$ cat config.mk
export PLATFORM = sky130hd
export DESIGN_NAME = led_effect_engine
export DESIGN_NICKNAME = d
export VERILOG_FILES = /design/src/sv/lee_pkg.sv /design/src/sv/led_effect_engine.sv /design/src/sv/lee_datapath.sv /design/src/sv/lee_ctrl.sv
export SDC_FILE = /design/constraint.sdc
export NUM_CORES = 2
export LEC_CHECK = 0
export BUFFER_PORTS_ARGS = -buffer_cell sky130_fd_sc_hd__buf_2
export CAP_MARGIN = 20
export CORE_ASPECT_RATIO = 1.5
export CORE_MARGIN = 3
export CORE_UTILIZATION = 60
export DETAILED_ROUTE_END_ITERATION = 10
export PLACE_DENSITY = 0.75
export SYNTH_ARGS = -nofsm -noshare
export SYNTH_HDL_FRONTEND = slang
export SYNTH_SLANG_ARGS = --single-unit
$ cat constraint.sdc
create_clock -name i_clk -period 30.3 [get_ports i_clk]
set_input_delay 0 -clock i_clk [delete_from_list [all_inputs] [get_ports i_clk]]
set_output_delay 0 -clock i_clk [all_outputs]
set_load 0.03 [all_outputs]
$ cat src/sv/lee_pkg.sv
package lee_pkg;

    localparam int ChannelCount = 16;
    localparam int ChW = (ChannelCount > 1) ? $clog2(ChannelCount) : 1;

    localparam logic [1:0] ActTick = 2'd0;
    localparam logic [1:0] ActSetOne = 2'd1;
    localparam logic [1:0] ActSetAll = 2'd2;

    localparam logic [2:0] EffOff = 3'd0;
    localparam logic [2:0] EffSolid = 3'd1;
    localparam logic [2:0] EffBlink = 3'd2;
    localparam logic [2:0] EffFade = 3'd3;
    localparam logic [2:0] EffStrobe = 3'd4;

    localparam logic RegTickStep = 1'b0;
    localparam logic RegStrobeCap = 1'b1;

    // Controller to datapath commands
    typedef struct packed {
        logic          load;      // capture input transaction
        logic          prog;      // program channel r_idx
        logic          tick_rd;   // read channel for tick, start divide
        logic          tick_div;  // divider step
        logic          tick_wr;   // write back tick result
        logic          emit_ld;   // load output register from channel r_idx
        logic [ChW-1:0] idx;
        logic          last;
    } t_cmd;

    // Datapath status
    typedef struct packed {
        logic div_done;
        logic changed;
        logic anim;
    } t_sts;

    function automatic logic is_anim(input logic [2:0] m);
        return (m != EffOff) && (m != EffSolid);
    endfunction

endpackage

$ cat src/sv/led_effect_engine.sv
// channel  direction  handshake            payload
// in       input      i_valid / o_ready    action, channel, effect, colors, period
// out      output     o_valid / i_ready    pixel_index, rgb, frame_end, animating
// cfg      input      i_cfg_we             i_cfg_idx, i_cfg_data
// A tick walks all channels in turn: a 17-step restoring modulo divider plus read, finish,
// done handoff and write-back for each channel, and three more lane divides for a fade channel.
// A set programs the selected channel, or every channel in turn, after the accept cycle.
// A frame sends one pixel at a time, loaded into the output register and held until the receiver is ready.
// Reset is synchronous active low and clears all channel state at once.
// Output stalls hold the sequencer; no new transaction is taken until done.
module led_effect_engine (
    input  logic        i_clk,
    input  logic        i_rst_n,
    input  logic        i_valid,
    output logic        o_ready,
    input  logic [1:0]  i_action,
    input  logic [5:0]  i_channel,
    input  logic [2:0]  i_effect,
    input  logic [23:0] i_first_color,
    input  logic [23:0] i_second_color,
    input  logic [15:0] i_period_ms,
    output logic        o_valid,
    input  logic        i_ready,
    output logic [5:0]  o_pixel_index,
    output logic [7:0]  o_red,
    output logic [7:0]  o_green,
    output logic [7:0]  o_blue,
    output logic        o_frame_end,
    output logic        o_animating,
    input  logic        i_cfg_we,
    input  logic        i_cfg_idx,
    input  logic [9:0]  i_cfg_data
);

    lee_pkg::t_cmd cmd;
    lee_pkg::t_sts sts;
    logic [23:0] color;

    lee_ctrl u_ctrl (
        .i_clk, .i_rst_n, .i_valid, .o_ready, .i_action, .i_channel, .i_effect,
        .o_valid, .i_ready, .o_cmd(cmd), .i_sts(sts), .o_anim(o_animating)
    );

    lee_datapath u_dp (
        .i_clk, .i_rst_n, .i_cmd(cmd), .o_sts(sts), .i_cfg_we, .i_cfg_idx, .i_cfg_data,
        .i_effect, .i_first_color, .i_second_color, .i_period_ms,
        .o_pixel_index, .o_color(color), .o_frame_end
    );

    assign o_red   = color[23:16];
    assign o_green = color[15:8];
    assign o_blue  = color[7:0];

endmodule

$ cat src/sv/lee_datapath.sv
module lee_datapath (
    input  logic                        i_clk,
    input  logic                        i_rst_n,
    input  lee_pkg::t_cmd               i_cmd,
    output lee_pkg::t_sts               o_sts,
    input  logic                        i_cfg_we,
    input  logic                        i_cfg_idx,
    input  logic [9:0]                  i_cfg_data,
    input  logic [2:0]                  i_effect,
    input  logic [23:0]                 i_first_color,
    input  logic [23:0]                 i_second_color,
    input  logic [15:0]                 i_period_ms,
    output logic [5:0]                  o_pixel_index,
    output logic [23:0]                 o_color,
    output logic                        o_frame_end
);

    logic [9:0]  r_step, r_cap;
    logic [2:0]  r_mode  [lee_pkg::ChannelCount];
    logic [23:0] r_pri   [lee_pkg::ChannelCount];
    logic [23:0] r_sec   [lee_pkg::ChannelCount];
    logic [15:0] r_per   [lee_pkg::ChannelCount];
    logic [16:0] r_ela   [lee_pkg::ChannelCount];
    logic [23:0] r_shown [lee_pkg::ChannelCount];

    logic [2:0]  r_in_eff;
    logic [23:0] r_in_c1, r_in_c2;
    logic [15:0] r_in_per;

    // Tick working registers
    logic [15:0] r_p;
    logic [16:0] r_e;
    logic [4:0]  r_cnt;
    logic [1:0]  r_ph;       // 0 modulo, 1..3 lerp channels
    logic        r_lane_ld;  // load the dividend of lane r_ph next
    logic [16:0] r_rem;      // restoring-division remainder
    logic [23:0] r_quo;      // dividend bits shifted out / quotient
    logic        r_neg;
    logic [7:0]  r_res [3];
    logic        r_changed;
    logic        r_done;

    logic [16:0] e_sum;
    logic [14:0] half;
    logic        fwd;
    logic [15:0] fstep;
    logic [7:0]  ca, cb;
    logic [8:0]  dmag;
    logic [23:0] prod;
    logic [17:0] trial;
    logic [23:0] col;
    logic [15:0] on_t;
    logic        anim_any;

    assign half  = r_p[15:1];
    assign fwd   = (r_e <= {2'b0, half});
    assign fstep = fwd ? r_e[15:0] : (r_e[15:0] - {1'b0, half});

    // Byte select for the fade lane
    always_comb begin
        logic [23:0] a, b;
        a = fwd ? r_pri[i_cmd.idx] : r_sec[i_cmd.idx];
        b = fwd ? r_sec[i_cmd.idx] : r_pri[i_cmd.idx];
        case (r_ph)
            2'd1:    begin ca = a[23:16]; cb = b[23:16]; end
            2'd2:    begin ca = a[15:8];  cb = b[15:8];  end
            default: begin ca = a[7:0];   cb = b[7:0];   end
        endcase
        dmag = (cb >= ca) ? {1'b0, cb - ca} : {1'b0, ca - cb};
        prod = 24'(dmag) * 24'(fstep);
    end

    assign trial = {r_rem, r_quo[23]} - ((r_ph == 2'd0) ? {2'b0, r_p} : {3'b0, half});

    // Tick color selection after modulo and lerp finish
    always_comb begin
        on_t = ({6'b0, r_cap} < r_p) ? {6'b0, r_cap} : {2'b0, r_p[15:2]};
        col  = r_shown[i_cmd.idx];
        case (r_mode[i_cmd.idx])
            lee_pkg::EffBlink:
                col = (r_e < {2'b0, half}) ? r_pri[i_cmd.idx] : r_sec[i_cmd.idx];
            lee_pkg::EffFade:
                if (half != '0) col = {r_res[0], r_res[1], r_res[2]};
            lee_pkg::EffStrobe:
                col = (r_e < {1'b0, on_t}) ? r_pri[i_cmd.idx] : 24'd0;
            default: ;
        endcase
    end

    assign e_sum = r_ela[i_cmd.idx] + {7'b0, r_step};

    always_comb begin
        anim_any = 1'b0;
        for (int k = 0; k < lee_pkg::ChannelCount; k++)
            anim_any = anim_any | lee_pkg::is_anim(r_mode[k]);
    end

    assign o_sts = '{div_done: r_done, changed: r_changed, anim: anim_any};

    // Configuration
    always_ff @(posedge i_clk) begin
        if (!i_rst_n) begin
            r_step <= 10'd20;
            r_cap  <= 10'd50;
        end else if (i_cfg_we) begin
            if (i_cfg_idx == lee_pkg::RegTickStep) r_step <= i_cfg_data;
            else r_cap <= i_cfg_data;
        end
    end

    // Input capture (payload only)
    always_ff @(posedge i_clk) begin
        if (i_cmd.load) begin
            r_in_eff <= i_effect;
            r_in_c1  <= i_first_color;
            r_in_c2  <= i_second_color;
            r_in_per <= (i_period_ms == '0) ? 16'd1 : i_period_ms;
        end
    end

    // Channel state
    always_ff @(posedge i_clk) begin
        if (!i_rst_n) begin
            for (int k = 0; k < lee_pkg::ChannelCount; k++) begin
                r_mode[k] <= lee_pkg::EffOff;
                r_pri[k] <= '0; r_sec[k] <= '0; r_per[k] <= 16'd1000;
                r_ela[k] <= '0; r_shown[k] <= '0;
            end
        end else if (i_cmd.prog) begin
            r_mode[i_cmd.idx] <= r_in_eff;
            r_pri[i_cmd.idx]  <= r_in_c1;
            r_sec[i_cmd.idx]  <= r_in_c2;
            r_per[i_cmd.idx]  <= r_in_per;
            r_ela[i_cmd.idx]  <= '0;
            if (r_in_eff == lee_pkg::EffOff) r_shown[i_cmd.idx] <= '0;
            else if (r_in_eff == lee_pkg::EffSolid) r_shown[i_cmd.idx] <= r_in_c1;
        end else if (i_cmd.tick_wr) begin
            r_ela[i_cmd.idx]   <= r_e;
            r_shown[i_cmd.idx] <= col;
        end
    end

    // Iterative divider: modulo by period, then for a fade channel one lerp quotient per color lane
    always_ff @(posedge i_clk) begin
        if (!i_rst_n) begin
            r_done    <= 1'b0;
            r_changed <= 1'b0;
            r_lane_ld <= 1'b0;
        end else begin
            if (i_cmd.load) r_changed <= 1'b0;
            else if (i_cmd.tick_wr && (col != r_shown[i_cmd.idx])) r_changed <= 1'b1;
            if (i_cmd.tick_rd) begin
                r_p   <= (r_per[i_cmd.idx] == '0) ? 16'd1 : r_per[i_cmd.idx];
                r_e   <= e_sum;
                r_ph  <= 2'd0;
                r_rem <= '0;
                r_quo <= {e_sum, 7'b0};
                r_cnt <= 5'd17;
                r_lane_ld <= 1'b0;
                r_done <= 1'b0;
            end else if (i_cmd.tick_div && !r_done) begin
                if (r_cnt != '0) begin
                    if (!trial[17]) begin
                        r_rem <= trial[16:0];
                        r_quo <= {r_quo[22:0], 1'b1};
                    end else begin
                        r_rem <= {r_rem[15:0], r_quo[23]};
                        r_quo <= {r_quo[22:0], 1'b0};
                    end
                    r_cnt <= r_cnt - 5'd1;
                end else if (r_lane_ld) begin
                    // dividend |d| * step for lane r_ph, with wrapped elapsed in place
                    r_quo     <= prod;
                    r_neg     <= (cb < ca);
                    r_rem     <= '0;
                    r_cnt     <= 5'd24;
                    r_lane_ld <= 1'b0;
                end else if (r_ph == 2'd0) begin
                    if (r_e >= {1'b0, r_p}) r_e <= r_rem;
                    if ((r_mode[i_cmd.idx] == lee_pkg::EffFade) && (half != '0)) begin
                        r_ph      <= 2'd1;
                        r_lane_ld <= 1'b1;
                    end else begin
                        r_done <= 1'b1;
                    end
                end else begin
                    // quotient ready for lane r_ph-1; start next lane
                    r_res[r_ph - 2'd1] <= r_neg ? 8'(ca - r_quo[7:0]) : 8'(ca + r_quo[7:0]);
                    if (r_ph == 2'd3) r_done <= 1'b1;
                    else begin
                        r_ph      <= r_ph + 2'd1;
                        r_lane_ld <= 1'b1;
                    end
                end
            end
        end
    end

    // Output register
    always_ff @(posedge i_clk) begin
        if (i_cmd.emit_ld) begin
            o_pixel_index <= 6'(i_cmd.idx);
            o_color       <= r_shown[i_cmd.idx];
            o_frame_end   <= i_cmd.last;
        end
    end

endmodule

$ cat src/sv/lee_ctrl.sv
module lee_ctrl (
    input  logic           i_clk,
    input  logic           i_rst_n,
    input  logic           i_valid,
    output logic           o_ready,
    input  logic [1:0]     i_action,
    input  logic [5:0]     i_channel,
    input  logic [2:0]     i_effect,
    output logic           o_valid,
    input  logic           i_ready,
    output lee_pkg::t_cmd  o_cmd,
    input  lee_pkg::t_sts  i_sts,
    output logic           o_anim
);

    typedef enum logic [6:0] {
        S_IDLE = 7'b0000001,
        S_PROG = 7'b0000010,
        S_TRD  = 7'b0000100,
        S_TDIV = 7'b0001000,
        S_TWR  = 7'b0010000,
        S_ELD  = 7'b0100000,
        S_OUT  = 7'b1000000
    } t_state;

    t_state r_st, n_st;
    logic [lee_pkg::ChW-1:0] r_idx, n_idx;
    logic r_all, n_all, r_emit, n_emit, r_ov, n_ov, r_anim, n_anim;
    logic acc, lastc;

    assign o_ready = (r_st == S_IDLE);
    assign acc     = i_valid && o_ready;
    assign lastc   = (32'(r_idx) == lee_pkg::ChannelCount - 1);
    assign o_valid = r_ov;
    assign o_anim  = r_anim;

    always_comb begin
        n_st = r_st; n_idx = r_idx; n_all = r_all; n_emit = r_emit;
        n_ov = r_ov; n_anim = r_anim;
        o_cmd = '0;
        o_cmd.idx  = r_idx;
        o_cmd.last = lastc;
        case (r_st)
            S_IDLE: if (acc) begin
                o_cmd.load = 1'b1;
                n_emit = !lee_pkg::is_anim(i_effect);
                case (i_action)
                    lee_pkg::ActTick: begin
                        // a tick emits only when a color changed
                        n_emit = 1'b0; n_idx = '0; n_st = S_TRD;
                    end
                    lee_pkg::ActSetOne:
                        if (32'(i_channel) < lee_pkg::ChannelCount) begin
                            n_idx = i_channel[lee_pkg::ChW-1:0]; n_all = 1'b0; n_st = S_PROG;
                        end
                    lee_pkg::ActSetAll: begin n_idx = '0; n_all = 1'b1; n_st = S_PROG; end
                    default: ;
                endcase
            end
            S_PROG: begin
                o_cmd.prog = 1'b1;
                if (r_all && !lastc) n_idx = r_idx + 1'b1;
                else if (r_emit) begin n_idx = '0; n_st = S_ELD; end
                else n_st = S_IDLE;
            end
            S_TRD: begin
                o_cmd.tick_rd = 1'b1;
                n_st = S_TDIV;
            end
            S_TDIV: begin
                o_cmd.tick_div = 1'b1;
                if (i_sts.div_done) n_st = S_TWR;
            end
            S_TWR: begin
                o_cmd.tick_wr = 1'b1;
                if (!lastc) begin n_idx = r_idx + 1'b1; n_st = S_TRD; end
                else begin n_idx = '0; n_st = S_ELD; end
            end
            S_ELD: begin
                // skipped tick when nothing changed
                if (!r_emit && !i_sts.changed) n_st = S_IDLE;
                else begin
                    o_cmd.emit_ld = 1'b1;
                    n_anim = i_sts.anim;
                    n_ov = 1'b1;
                    n_st = S_OUT;
                end
            end
            S_OUT: if (i_ready) begin
                n_ov = 1'b0;
                if (lastc) n_st = S_IDLE;
                else begin n_idx = r_idx + 1'b1; n_st = S_ELD; n_emit = 1'b1; end
            end
            default: n_st = S_IDLE;
        endcase
    end

    always_ff @(posedge i_clk) begin
        if (!i_rst_n) begin
            r_st <= S_IDLE; r_idx <= '0; r_all <= 1'b0; r_emit <= 1'b0;
            r_ov <= 1'b0; r_anim <= 1'b0;
        end else begin
            r_st <= n_st; r_idx <= n_idx; r_all <= n_all; r_emit <= n_emit;
            r_ov <= n_ov; r_anim <= n_anim;
        end
    end

    a_ready_idle: assert property (@(posedge i_clk) disable iff (!i_rst_n)
        o_ready |-> !o_valid) else $error("ready while output pending");
    a_onehot: assert property (@(posedge i_clk) disable iff (!i_rst_n)
        $onehot(r_st)) else $error("state not onehot");
    a_out_hold: assert property (@(posedge i_clk) disable iff (!i_rst_n)
        (o_valid && !i_ready) |=> o_valid) else $error("output dropped");

endmodule

==> results.tsv <==
metric	value	unit
DRC	0	
fin crit share	45.47	%
first-pass GRT wire length	406000	um
Worst Path Required	30.89	ns
Rows	178	
CP max-delay cell	buf_4	
slew margin rel.	13.29	%
vias per cell	6.680	
Layout Nets	7077	
Post-synth ARST share	0	%
Max Freq	72.58	MHz
DRT Pass-1 Iters	7	
HP Class	in2reg	
vias	59820	
filler cell count	10760	
maximum buffer depth of the clock tree	3	
layout cells sized above 1	17.32	%
WL/cell	31.29	um
R2R Setup Slk	16.52	ns
Overflow after GRT	0	
YS warnings	0	
clock buffer count from CTS	176	
CP peak stage delay	0.86	ns
most frequent cells in the layout	edfxtp_1, and2_1, nor2_1	
largest net degree at the start of global routing	110	
post_cts resized	0	
Least-Margin Pin Slew	1.301	ns
Layout area overhead	10.72	%
I/O Buffers	122	
core region area	157200	um2
Fin. Hold Viols	0	
Tmin final	13.78	ns
Routed Antenna Nets	0	
skew final	0.06954	ns
CTS tree	built	
die area	163400	um2
RR Endpoint	u_dp.r_quo[23]$_DFFE_PP_	
RSZ-0062 raised after global routing	no	
Synth Register Bits	1972	
Total Routed Length	280200	um
Iter 0 DRT Violations	7868	
initial antenna violation count	15	
H-tree depth reported by CTS	4	
Die Wd	331.0	um
effective utilization at floorplan	60.47	%
I/O pin cnt	125	
Post-Syn Area	95080	um2
CTS sink cnt	1972	
Arr. time, crit path	14.37	ns
Startpoint Class	register	
length in cells of the worst reg-to-reg path	42	
total of max-cap violations	0	
post-synth cell types	89	
latest clock arrival within the worst-skew pair	0.86	ns
Tot GR Track Use	34.76	%
CTS clk-pin slew, worst paths	0.07	ns
vias in the first global route	60630	
hold depth	2	
ys flop type	edfxtp_1	
# setup viols final	0	
critical path class	reg2reg	
Setup TNS	0	ns
Hold Path Origin	i_first_color[19]	
die height	493.5	um
multi-input gate area in the final layout	33660	um2
HPWL Detailed	164900	um
sequential cell area	58810	um2
capturing element type of the critical path	register	
Hold Path Sink	u_dp.r_in_c1[19]$_DFFE_PP_	
status	completed	
Crit Path Max Fanout	46	
Slew Viols, Final	0	
routability congestion estimate from global placement	0.9362	
gate count after technology mapping	6604	
clk root buf	clkbuf_16	
Mean Syn Cell Area	14.40	um2
Post-synth EDFFs	1930	
commonest non-fill, non-tap cell in the layout	edfxtp_1	
sequential area share after synthesis	61.84	%
==> synth_stat cells (9+ instances only) <==
master,count,area share [%]
a211oi_1,17,0.13
a21o_1,34,0.27
a21oi_1,148,0.78
a21oi_2,21,0.19
a221o_1,9,0.095
a222oi_1,11,0.12
a22o_1,20,0.18
a22oi_1,20,0.16
a31oi_1,13,0.086
and2_1,910,6.0
and3_1,77,0.51
buf_1,19,0.075
buf_2,65,0.34
buf_4,20,0.16
buf_6,18,0.21
clkbuf_1,380,1.5
dfxtp_1,42,0.88
edfxtp_1,1930,61
fa_1,90,1.9
ha_1,162,2.1
inv_1,195,0.77
mux2i_1,47,0.49
mux4_2,545,13
nand2_1,218,0.86
nand2b_1,18,0.12
nand3_1,97,0.51
nand4_1,27,0.18
nor2_1,908,3.6
nor2b_1,28,0.18
nor3_1,29,0.15
nor4_1,20,0.13
o21ai_0,114,0.60
o21ai_1,15,0.079
o21bai_1,9,0.071
o22ai_1,13,0.086
or2_2,24,0.16
or3_1,104,0.68
xnor2_1,54,0.50
xor2_1,19,0.18
==> cells by family after synthesis <==
logic type	synth area share, %
and+or+nand+nor	13.34
DFF	61.84
buffers and inverters	3.153
muxes	13.43
AOI/OAI and AO/OA	3.527
adders and majority gates	4.027
xor gates and xnor gates	0.6725
other	0.007899
==> flip-flops by register name (all words and copies together) (netlist names), 16 cells and up, named ones only <==
register / count
u_dp.r_shown: 384
u_dp.r_rem: 17
u_dp.r_e: 17
u_dp.r_mode: 48
u_dp.r_in_per: 16
u_dp.r_quo: 24
u_dp.r_pri: 384
u_dp.r_ela: 272
u_dp.r_sec: 384
u_dp.r_p: 16
u_dp.r_in_c1: 24
u_dp.r_in_c2: 24
u_dp.o_color: 24
u_dp.r_res: 24
u_dp.r_per: 256
==> critical path, delay by kind of cell (launching register included) <==
family / cells / cell delay (ns)
AOI/OAI and AO/OA: 15 / 3.77
buffers and inverters: 9 / 3.04
adders and majority gates: 7 / 2.84
muxes: 4 / 1.82
and+or+nand+nor: 5 / 0.85
DFF: 1 / 0.75
xor gates and xnor gates: 2 / 0.29
==> worst max-delay path by stage <==
stage,endpoint,startpoint,cells after the start
4_1_cts,u_dp.r_quo[23]$_DFFE_PP_,register,42
3_5_place_dp,u_dp.r_quo[21]$_DFFE_PP_,register,42
2_1_floorplan,u_dp.r_quo[23]$_DFFE_PP_,u_dp.r_e[10]$_DFFE_PP_,42
3_3_place_gp,u_dp.r_quo[21]$_DFFE_PP_,register,42
5_1_grt,u_dp.r_quo[23]$_DFFE_PP_,register,42
6_report,u_dp.r_quo[23]$_DFFE_PP_,register,42
==> routing by layer <==
| layer | share of wire (%) | vias up | global-route usage [%] |
|---|---|---|---|
| met5 | 0.040 | - | 0 |
| met4 | 6.4 | 16 | 18.67 |
| met3 | 11 | 948 | 7.521 |
| met2 | 49 | 4072 | 57.51 |
| met1 | 33 | 30180 | 43.04 |
| li1 | - | 24600 | - |
==> cell type report <==
cell class,count,area share [%]
Inverter,197,0.7060
Timing Repair Buffer,456,3.506
Sequential cell,1972,55.87
Clock buffer,214,4.367
Clock inverter,111,1.108
Antenna cell,4,0.009508
Multi-Input combinational cell,3931,31.98
Tap cell,2070,2.460
==> through the flow <==
step	instances	utilization [%]	area (um2)	setup WS, ns	hold slack [ns]
after floorplan	6608	-	95090	20.22	0.09887
after global placement	8440	62.06	97580	16.38	0.1777
after detailed placement	8441	62.08	97610	16.36	0.1781
after CTS	8947	66.90	105200	16.33	0.004696
after global routing	8952	66.95	105300	15.44	0.04257
final	8955	66.95	105300	16.52	0.02286
==> what timing repair did <==
item | 4_1_cts | 5_1_grt
hold buffers | 181 | 0
setup endpoints to repair | 0 | 0
endpoints found under the hold margin | 111 | 0
buffers inserted | 0 | 0
Power is left out: the tool's default activity adds up to more than one toggle a clock period on the data nets, which glitch-free logic cannot reach.
